<file path="src/rtl/core/gap_pkg.sv">
`default_nettype none
package gap_pkg;

  typedef struct packed {
    logic [1:0]  opcode;
    logic [5:0]  cell_x;
    logic [5:0]  cell_y;
    logic        cell_passable;
    logic [5:0]  start_x;
    logic [5:0]  start_y;
    logic [5:0]  goal_x;
    logic [5:0]  goal_y;
    logic [11:0] read_index;
  } in_t;

  typedef struct packed {
    logic        path_found;
    logic [12:0] path_length;
    logic [5:0]  point_x;
    logic [5:0]  point_y;
  } out_t;

  localparam logic [1:0] OP_LOAD   = 2'd0;
  localparam logic [1:0] OP_SEARCH = 2'd1;
  localparam logic [1:0] OP_READ   = 2'd2;
  localparam logic [1:0] OP_NONE   = 2'd3;

  localparam logic [1:0] DIR_LEFT  = 2'd0;
  localparam logic [1:0] DIR_RIGHT = 2'd1;
  localparam logic [1:0] DIR_UP    = 2'd2;
  localparam logic [1:0] DIR_DOWN  = 2'd3;

  typedef enum logic [4:0] {
    S_INIT, S_IDLE, S_DISP, S_LOAD, S_READ, S_DONE, S_CLR, S_SEED_H, S_SEED_W,
    S_SCAN_CHK, S_SC_RD, S_SC_NODE, S_SC_CMP, S_SC_END, S_POP, S_RX_RD,
    S_RX_CHK, S_RX_W, S_PB_RD, S_PB_CHK
  } ctrl_state_t;

  typedef enum logic [4:0] {
    DP_NOP, DP_INIT_STEP, DP_CAPTURE, DP_LOAD, DP_READ_REQ, DP_OUT_LOAD,
    DP_CLR_STEP, DP_HSTART_SEED, DP_SEED, DP_SCAN_BEGIN, DP_SCAN_RD,
    DP_SCAN_NODE, DP_SCAN_CMP, DP_SCAN_END, DP_POP, DP_RX_RD, DP_HSTART_NB,
    DP_RX_WRITE, DP_RX_NEXT, DP_PB_RD, DP_PB_NEXT, DP_PB_END
  } dp_op_t;

  typedef struct packed {
    dp_op_t op;
  } cmd_t;

  typedef struct packed {
    logic [1:0] item_op;
    logic       sweep_last;
    logic       ends_off;
    logic       heur_done;
    logic       list_empty;
    logic       scan_skip;
    logic       scan_last;
    logic       cur_is_goal;
    logic       nb_relax;
    logic       last_dir;
    logic       pb_parent;
    logic       out_free;
  } stat_t;

endpackage
`default_nettype wire

</file>
<file path="src/rtl/core/gap_ctrl.sv">
`default_nettype none
module gap_ctrl (
  input  wire                clk,
  input  wire                rst_n,
  input  wire                in_valid,
  output logic               in_stall,
  input  gap_pkg::stat_t     st,
  output gap_pkg::cmd_t      cmd
);
  gap_pkg::ctrl_state_t state_r, state_nxt;

  always_ff @(posedge clk) begin
    if (!rst_n) begin
      state_r <= gap_pkg::S_INIT;
    end else begin
      state_r <= state_nxt;
    end
  end

  always_comb begin
    state_nxt = state_r;
    unique case (state_r)
      gap_pkg::S_INIT:     if (st.sweep_last) state_nxt = gap_pkg::S_IDLE;
      gap_pkg::S_IDLE:     if (in_valid) state_nxt = gap_pkg::S_DISP;
      gap_pkg::S_DISP: begin
        unique case (st.item_op)
          gap_pkg::OP_LOAD:   state_nxt = gap_pkg::S_LOAD;
          gap_pkg::OP_SEARCH: state_nxt = gap_pkg::S_CLR;
          gap_pkg::OP_READ:   state_nxt = gap_pkg::S_READ;
          default:            state_nxt = gap_pkg::S_DONE;
        endcase
      end
      gap_pkg::S_LOAD:     state_nxt = gap_pkg::S_DONE;
      gap_pkg::S_READ:     state_nxt = gap_pkg::S_DONE;
      gap_pkg::S_DONE:     if (st.out_free) state_nxt = gap_pkg::S_IDLE;
      gap_pkg::S_CLR: begin
        if (st.sweep_last) begin
          state_nxt = st.ends_off ? gap_pkg::S_DONE : gap_pkg::S_SEED_H;
        end
      end
      gap_pkg::S_SEED_H:   state_nxt = gap_pkg::S_SEED_W;
      gap_pkg::S_SEED_W:   if (st.heur_done) state_nxt = gap_pkg::S_SCAN_CHK;
      gap_pkg::S_SCAN_CHK: begin
        state_nxt = st.list_empty ? gap_pkg::S_DONE : gap_pkg::S_SC_RD;
      end
      gap_pkg::S_SC_RD:    state_nxt = gap_pkg::S_SC_NODE;
      gap_pkg::S_SC_NODE: begin
        if (!st.scan_skip) begin
          state_nxt = gap_pkg::S_SC_CMP;
        end else begin
          state_nxt = st.scan_last ? gap_pkg::S_SC_END : gap_pkg::S_SC_RD;
        end
      end
      gap_pkg::S_SC_CMP: begin
        state_nxt = st.scan_last ? gap_pkg::S_SC_END : gap_pkg::S_SC_RD;
      end
      gap_pkg::S_SC_END: begin
        state_nxt = st.cur_is_goal ? gap_pkg::S_PB_RD : gap_pkg::S_POP;
      end
      gap_pkg::S_POP:      state_nxt = gap_pkg::S_RX_RD;
      gap_pkg::S_RX_RD:    state_nxt = gap_pkg::S_RX_CHK;
      gap_pkg::S_RX_CHK: begin
        if (st.nb_relax) begin
          state_nxt = gap_pkg::S_RX_W;
        end else begin
          state_nxt = st.last_dir ? gap_pkg::S_SCAN_CHK : gap_pkg::S_RX_RD;
        end
      end
      gap_pkg::S_RX_W: begin
        if (st.heur_done) begin
          state_nxt = st.last_dir ? gap_pkg::S_SCAN_CHK : gap_pkg::S_RX_RD;
        end
      end
      gap_pkg::S_PB_RD:    state_nxt = gap_pkg::S_PB_CHK;
      gap_pkg::S_PB_CHK: begin
        state_nxt = st.pb_parent ? gap_pkg::S_PB_RD : gap_pkg::S_DONE;
      end
      default:             state_nxt = gap_pkg::S_INIT;
    endcase
  end

  always_comb begin
    cmd.op   = gap_pkg::DP_NOP;
    in_stall = 1'b1;
    unique case (state_r)
      gap_pkg::S_INIT: cmd.op = gap_pkg::DP_INIT_STEP;
      gap_pkg::S_IDLE: begin
        in_stall = 1'b0;
        if (in_valid) cmd.op = gap_pkg::DP_CAPTURE;
      end
      gap_pkg::S_LOAD:     cmd.op = gap_pkg::DP_LOAD;
      gap_pkg::S_READ:     cmd.op = gap_pkg::DP_READ_REQ;
      gap_pkg::S_DONE:     if (st.out_free) cmd.op = gap_pkg::DP_OUT_LOAD;
      gap_pkg::S_CLR:      cmd.op = gap_pkg::DP_CLR_STEP;
      gap_pkg::S_SEED_H:   cmd.op = gap_pkg::DP_HSTART_SEED;
      gap_pkg::S_SEED_W:   if (st.heur_done) cmd.op = gap_pkg::DP_SEED;
      gap_pkg::S_SCAN_CHK: if (!st.list_empty) cmd.op = gap_pkg::DP_SCAN_BEGIN;
      gap_pkg::S_SC_RD:    cmd.op = gap_pkg::DP_SCAN_RD;
      gap_pkg::S_SC_NODE:  cmd.op = gap_pkg::DP_SCAN_NODE;
      gap_pkg::S_SC_CMP:   cmd.op = gap_pkg::DP_SCAN_CMP;
      gap_pkg::S_SC_END:   cmd.op = gap_pkg::DP_SCAN_END;
      gap_pkg::S_POP:      cmd.op = gap_pkg::DP_POP;
      gap_pkg::S_RX_RD:    cmd.op = gap_pkg::DP_RX_RD;
      gap_pkg::S_RX_CHK: begin
        cmd.op = st.nb_relax ? gap_pkg::DP_HSTART_NB : gap_pkg::DP_RX_NEXT;
      end
      gap_pkg::S_RX_W:     if (st.heur_done) cmd.op = gap_pkg::DP_RX_WRITE;
      gap_pkg::S_PB_RD:    cmd.op = gap_pkg::DP_PB_RD;
      gap_pkg::S_PB_CHK: begin
        cmd.op = st.pb_parent ? gap_pkg::DP_PB_NEXT : gap_pkg::DP_PB_END;
      end
      default: ;
    endcase
  end
endmodule
`default_nettype wire

</file>
<file path="config.mk">
export PLATFORM = sky130hd
export DESIGN_NAME = gap_ctrl
export DESIGN_NICKNAME = d
export VERILOG_FILES = /design/src/rtl/core/gap_pkg.sv /design/src/rtl/core/gap_ctrl.sv
export SDC_FILE = /design/constraint.sdc
export NUM_CORES = 1
export LEC_CHECK = 0
export BUFFER_PORTS_ARGS = -buffer_cell sky130_fd_sc_hd__buf_2
export CORE_UTILIZATION = 45
export CTS_CLUSTER_DIAMETER = 50
export CTS_CLUSTER_SIZE = 10
export DETAILED_ROUTE_END_ITERATION = 8
export PLACE_DENSITY = 0.8
export SLEW_MARGIN = 20
export SYNTH_ARGS = -nofsm -noshare
export SYNTH_HDL_FRONTEND = slang
export SYNTH_SLANG_ARGS = --single-unit
</file>
<file path="constraint.sdc">
create_clock -name clk -period 2.05 [get_ports clk]
set_clock_uncertainty 0.2 [all_clocks]
set_input_delay 0.41 -clock clk [delete_from_list [all_inputs] [get_ports clk]]
set_output_delay 0.41 -clock clk [all_outputs]
set_load 0.02 [all_outputs]
</file>
==> key figures, run 1 <==
Setup path
  – Critical path launch point type: register
  – Largest fanout on the critical path: 11
  – Critical path class: reg2out
  – Required time worst endpoint: 1440 ps
  – Crit-path slowest cell: dfxtp_4
  – Max incr delay on CP: 390 ps
  – Critical Path End Type: primary output
  – Crit-path cells: buf_4, a21oi_1, o22ai_1, a221o_1, buf_6
  – Crit path DAT: 1470 ps

Route
  – Drt pass-1 iters: 5
  – Via total after detailed routing: 1271
  – ANT nets after route: 0
  – Total Routed Length: 3290 um
  – WL/cell: 16.5 um
  – Vias per std cell: 6.36
  – Detailed Route Iter0 Violations: 98
  – DRC: 0

Synth
  – Ys async rst share: 0%
  – Post-synthesis net count: 157
  – Seq cells post-synth: 5
  – Mapped cell area: 927 sq um
  – Yosys cell types: 48
  – EDFF count, synth: 0
  – YS warnings: 0
  – Post-synthesis sequential area ratio: 10.8%
  – Mapped Cells: 137
  – Ranking of synthesized cells by area: dfxtp_1 (11%), a21oi_1 (7.0%), nor2_1 (5.7%)
  – Synth top area share: 10.8%
  – Synthesized area per cell: 6.77 sq um
  – Leading area contributor after synthesis: dfxtp_1
  – Prevailing post-synth register cell: dfxtp_1

Die
  – Die area: 0.00225 sq mm
  – Core region area: 0.00194 sq mm
  – Starting Density: 47.7%
  – Die Wd: 47.4 um
  – Row cnt: 16
  – Die height: 47.4 um
  – IO Count: 22

Clocking
  – Clock buffer depth: 2
  – Clk sinks: 5
  – Hold_buf cts: 0
  – Root Buffer: clkbuf_4
  – Clk slew on worst S/H paths: 40 ps
  – CTS tree: yes
  – CTS Buf Count: 3
  – H-Tree Depth: 1
  – Worst-Skew Late Latency: 250 ps

STA
  – Max Fclk: 0.480 GHz
  – Worst slew margin: 74.4%
  – Endpoints failing setup: 2
  – Worst Tran Pin Value: 375 ps
  – Final Hold Fails: 0
  – Slew Limit Fails: 0
  – Fin crit period: 2080 ps
  – Final Cycle Share: 102%
  – Final WS setup: -32.3 ps
  – Fin Hold WS: 258 ps
  – RSZ-0062 raised after global routing: yes

Placement
  – Dpl hpwl: 2330 um
  – Buffers on Ports: 21
  – Place WS: 38.1 ps
  – RD Place Congestion: 0.945

Final layout
  – Layout cells sized above 1: 39.9%
  – Final-layout fill cell count: 167
  – Max FFs per register: 5
  – ANT cells: 0
  – Layout net count: 194
  – Syn-to-layout area delta: 41.4%
  – Biggest register: state_r
  – Largest regs: state_r x5
  – Post-layout util: 67.5%

Job
  – Number of max-cap violations: 0

Hold path
  – HP Class: in2reg

Status
  – Violated checks: setup timing
  – Run status: finished with violations

Global route
  – Overflow after GRT: 0
  – Pin count of the biggest net entering global routing: 12
  – Vias in the first global route: 1120
  – Antenna violations before repair: 0
  – GRT Total Usage: 29.2%
  – Global-route wire length before repair: 4700 um

Pwr
  – Power Dens Cells: 1150 mW/mm^2
  – Max VDD drop: 519 uV
  – Pleak: 0.536 nW
-- layout make-up --
class	count	area, sq um	share of cell area [%]
Sequential cell	5	119	9.06
Timing Repair Buffer	43	289	22.0
Inverter	10	45.0	3.44
Multi-Input combinational cell	111	798	60.9
Clock buffer	4	26.3	2.00
Tap cell	27	33.8	2.58
-- routing by layer --
metal	global-route usage [%]	vias up	part of all wire [%]
met4	10.3	0	2.9
met1	36.7	568	38
li1	-	600	-
met2	52.9	86	50
met3	0.385	17	9.6
met5	0	-	0
-- report_power, final --
part / switching [mW] / leakage, nW / internal (mW)
Clock: 0.0450 / 0.0150 / 0.0739
Combinational: 0.646 / 0.477 / 0.517
Sequential: 0.0795 / 0.0445 / 0.143
Total: 0.771 / 0.536 / 0.734
-- cell families after synthesis --
family	after synthesis	synth area share [%]
buf+inv	21	9.99
fa+ha+maj	4	5.40
xor+xnor	2	1.89
flops	5	10.8
compound gates	48	38.1
simple gates	57	33.9
-- per-stage QoR --
stage                     cell area, sq um  TNS [ps]  power (mW)  cells
after CTS                             1220     -25.2        1.35    196
final                                 1310     -44.7        1.50    200
after global routing                  1310      -135        1.59    200
after floorplan                        933         0       0.854    137
after detailed placement              1150         0        1.17    192
after global placement                1150         0        1.16    192
-- final timing paths --
path / from / endpoint / slack, ps / cells after the start
worst min register to register: state_r[3] / state_r[3] / 590 / 3
worst min-delay path: rst_n / state_r[4] / 260 / 3
worst max register to register: state_r[3] / state_r[2] / 50 / 6
worst max-delay path: state_r[0] / cmd[1] / -30 / 5
-- cell usage in the layout (no fill, tap or decap), types with 3 or more instances in the layout --
master     netlist  final
a21oi_1         13     12
a31oi_1          3      3
buf_2            5     18
buf_4            2     22
buf_6            0      3
clkbuf_4         0      3
dfxtp_4          0      5
ha_1             4      4
inv_1            7      6
nand2_1         10      9
nand2b_1         4      4
nand3_1          4      4
nor2_1          14     12
nor3_1           6      5
o2111ai_1        3      3
o21ai_0          7      3
o21ai_1          1      5
or3_1            4      4
-- worst max-delay path: cells and delay by family, from the launching register on --
family | cells | cell delay [ps]
compound gates | 3 | 530
buf+inv | 2 | 310
flops | 1 | 390
-- timing repair --
action	CTS	global route
resized for setup	17	24
pin swaps	0	5
setup endpoints to repair	5	6
setup buffers	0	4
-- cells in the mapped netlist, drive strengths merged (4+ instances only) --
library cell   n
or3            4
inv           10
nor3           6
nand3          4
dfxtp          5
buf            8
a31oi          4
a21oi         13
nor2          14
nand2         10
nor3b          4
ha             4
o21ai          8
nand2b         4
Note: power is estimated with default switching activity, not from simulation.
==> inputs of run 2 (changes only) <==
--- a/config.mk
+++ b/config.mk
@@ -6,11 +6,11 @@
 export NUM_CORES = 1
 export LEC_CHECK = 0
 export BUFFER_PORTS_ARGS = -buffer_cell sky130_fd_sc_hd__buf_2
-export CORE_UTILIZATION = 45
+export CORE_UTILIZATION = 24
 export CTS_CLUSTER_DIAMETER = 50
 export CTS_CLUSTER_SIZE = 10
 export DETAILED_ROUTE_END_ITERATION = 8
-export PLACE_DENSITY = 0.8
+export PLACE_DENSITY = 0.53
 export SLEW_MARGIN = 20
 export SYNTH_ARGS = -nofsm -noshare
 export SYNTH_HDL_FRONTEND = slang
==> constraint.sdc (replaced) <==
create_clock -name clk -period 2.1 [get_ports clk]
set_clock_uncertainty 0.2 [all_clocks]
set_input_delay 0.42 -clock clk [delete_from_list [all_inputs] [get_ports clk]]
set_output_delay 0.42 -clock clk [all_outputs]
set_load 0.02 [all_outputs]
==> key figures, run 2 (synthesis results as in run 1) <==
Die
  – Core region area: 0.00369 sq mm
  – Die height: 64.2 um
  – Die Wd: 64.2 um
  – Die area: 0.00412 sq mm
  – Row cnt: 22
  – IO Count: 22
  – Starting Density: 25.1%

Hold path
  – HP Class: in2reg
  – Worst hold start: rst_n
  – Hold Path End: state_r[4]
  – Worst Hold Depth: 3

Pwr
  – Pleak: 0.505 nW
  – Combinational Power Share: 73.6%
  – Sequential power share: 14.1%
  – Switching share of power: 48.4%
  – Power Dens Cells: 1100 mW/mm^2
  – Net Sw Power: 682 uW
  – Power share of the clock group: 12.3%
  – Internal power: 728 uW
  – Max VDD drop: 231 uV

Global route
  – Pin count of the biggest net entering global routing: 17
  – GRT Total Usage: 14.9%
  – Vias in the first global route: 1051
  – Global-route wire length before repair: 4970 um
  – Antenna violations before repair: 0
  – Overflow after GRT: 0

Setup path
  – Cells on worst reg2reg path: 6
  – Largest fanout on the critical path: 7
  – Crit path DAT: 1460 ps
  – Critical path launch point type: register
  – Reg2Reg Setup Slack: 130 ps
  – Required time worst endpoint: 1480 ps
  – RR Endpoint: state_r[1]
  – Critical Path End Type: primary output
  – Beginning of the worst register-to-register path: state_r[3]
  – Critical path class: reg2out

Clocking
  – Clk sinks: 5
  – Worst-Skew Late Latency: 220 ps
  – Clock buffer depth: 2
  – Root Buffer: clkbuf_8
  – H-Tree Depth: 1
  – Clk slew on worst S/H paths: 40 ps
  – CTS Buf Count: 3
  – CTS tree: yes
  – Hold_buf cts: 0

Route
  – Metal-1 WL: 1430 um
  – Drt pass-1 iters: 4
  – WL met2: 1400 um
  – Detailed Route Iter0 Violations: 74
  – Vias per std cell: 5.44
  – Total Routed Length: 3030 um
  – ANT nets after route: 0
  – Via total after detailed routing: 1181
  – Top sig layer: met4
  – DRC: 0
  – WL/cell: 14.0 um
  – WL met3: 158 um

STA
  – Max Fclk: 0.480 GHz
  – Final WS setup: 18.7 ps
  – Final Hold Fails: 0
  – Slew Limit Fails: 0
  – Fin Hold WS: 309 ps
  – Endpoints failing setup: 0
  – Worst Tran Pin Value: 431 ps
  – Worst slew margin: 70.9%
  – Fin crit period: 2080 ps
  – RSZ-0062 raised after global routing: yes
  – Final Cycle Share: 99.1%

Placement
  – Placed inst area: 0.00118 sq mm
  – Dpl hpwl: 2400 um
  – RD Place Congestion: 0.883
  – Place WS: 41.2 ps
  – Placed instance count: 212
  – Buffers on Ports: 21

Final layout
  – Layout net count: 190
  – Most common cell after layout, fill and taps aside: buf_2
  – Post-route design area: 0.00128 sq mm
  – Max FFs per register: 5
  – Syn-to-layout area delta: 38.1%
  – Post-layout util: 34.7%
  – Largest regs: state_r x5
  – Layout cells sized above 1: 36.1%
  – Biggest register: state_r
  – Final-layout fill cell count: 413
  – Most frequent cells in the layout: buf_2 (20), buf_4 (17), nor2_1 (12), a21oi_1 (12), nand2_1 (10)
  – Layout Cells excl Fill: 217
  – ANT cells: 0

Job
  – Number of max-cap violations: 0

Status
  – Run status: finished clean
run 2: cell count changes in the layout (fill, tap and decap cells not counted), sizes merged:
| cell | delta |
|---|---|
| inv | -1 |
| clkinvlp | +1 |
| buf | -4 |
run 2: routing by layer:
metal / GRT usage (%) / vias up
li1: - / 587
met1: 20.1 / 538
met2: 23.7 / 52
met3: 1.61 / 4
met4: 6.39 / 0
met5: 0 / -
run 2: final cells by class:
type | count | area, sq um | area share (%)
clock buffer | 4 | 45.0 | 3.52
multi-input combinational | 111 | 763 | 59.6
inverter | 10 | 41.3 | 3.23
tap | 48 | 60.1 | 4.69
timing repair buffer | 39 | 259 | 20.2
sequential | 5 | 111 | 8.70
run 2: power groups by stage:
stage,logic [mW],clock network (mW),registers [mW]
finish,1.04,0.173,0.199
global route,1.13,0.186,0.204
CTS,0.981,0.176,0.194
detailed placement,0.964,0,0.185
global placement,0.983,0,0.184
floorplan,0.686,0,0.148
run 2: what timing repair did:
| action | CTS | global route |
|---|---|---|
| pin swaps | 1 | 1 |
| gates resized for setup | 7 | 9 |
| cloned | 0 | 0 |
| buffers inserted | 0 | 1 |
| setup endpoints to repair | 3 | 4 |
run 2: stage by stage:
stage / TNS (ps) / power (mW)
after floorplan: 0 / 0.834
after detailed placement: 0 / 1.15
after global routing: -109 / 1.52
after global placement: 0 / 1.17
final: 0 / 1.41
after CTS: 0 / 1.35
run 2: worst max-delay path, cell delays in order (launching register included):
cell and delay, ps:
dfxtp_4 360, buf_6 130, nor3b_2 150, a21oi_2 110, nor2_1 70, a31oi_2 160, o221ai_2 110, buf_4 160
run 2: worst max path at each step:
stage,from,to,depth (start not counted)
after floorplan,state_r[3],cmd[0],7
after global placement,state_r[3],state_r[1],6
after detailed placement,state_r[3],state_r[0],5
after CTS,state_r[3],cmd[0],7
after global routing,state_r[3],cmd[0],7
final,state_r[3],cmd[0],7
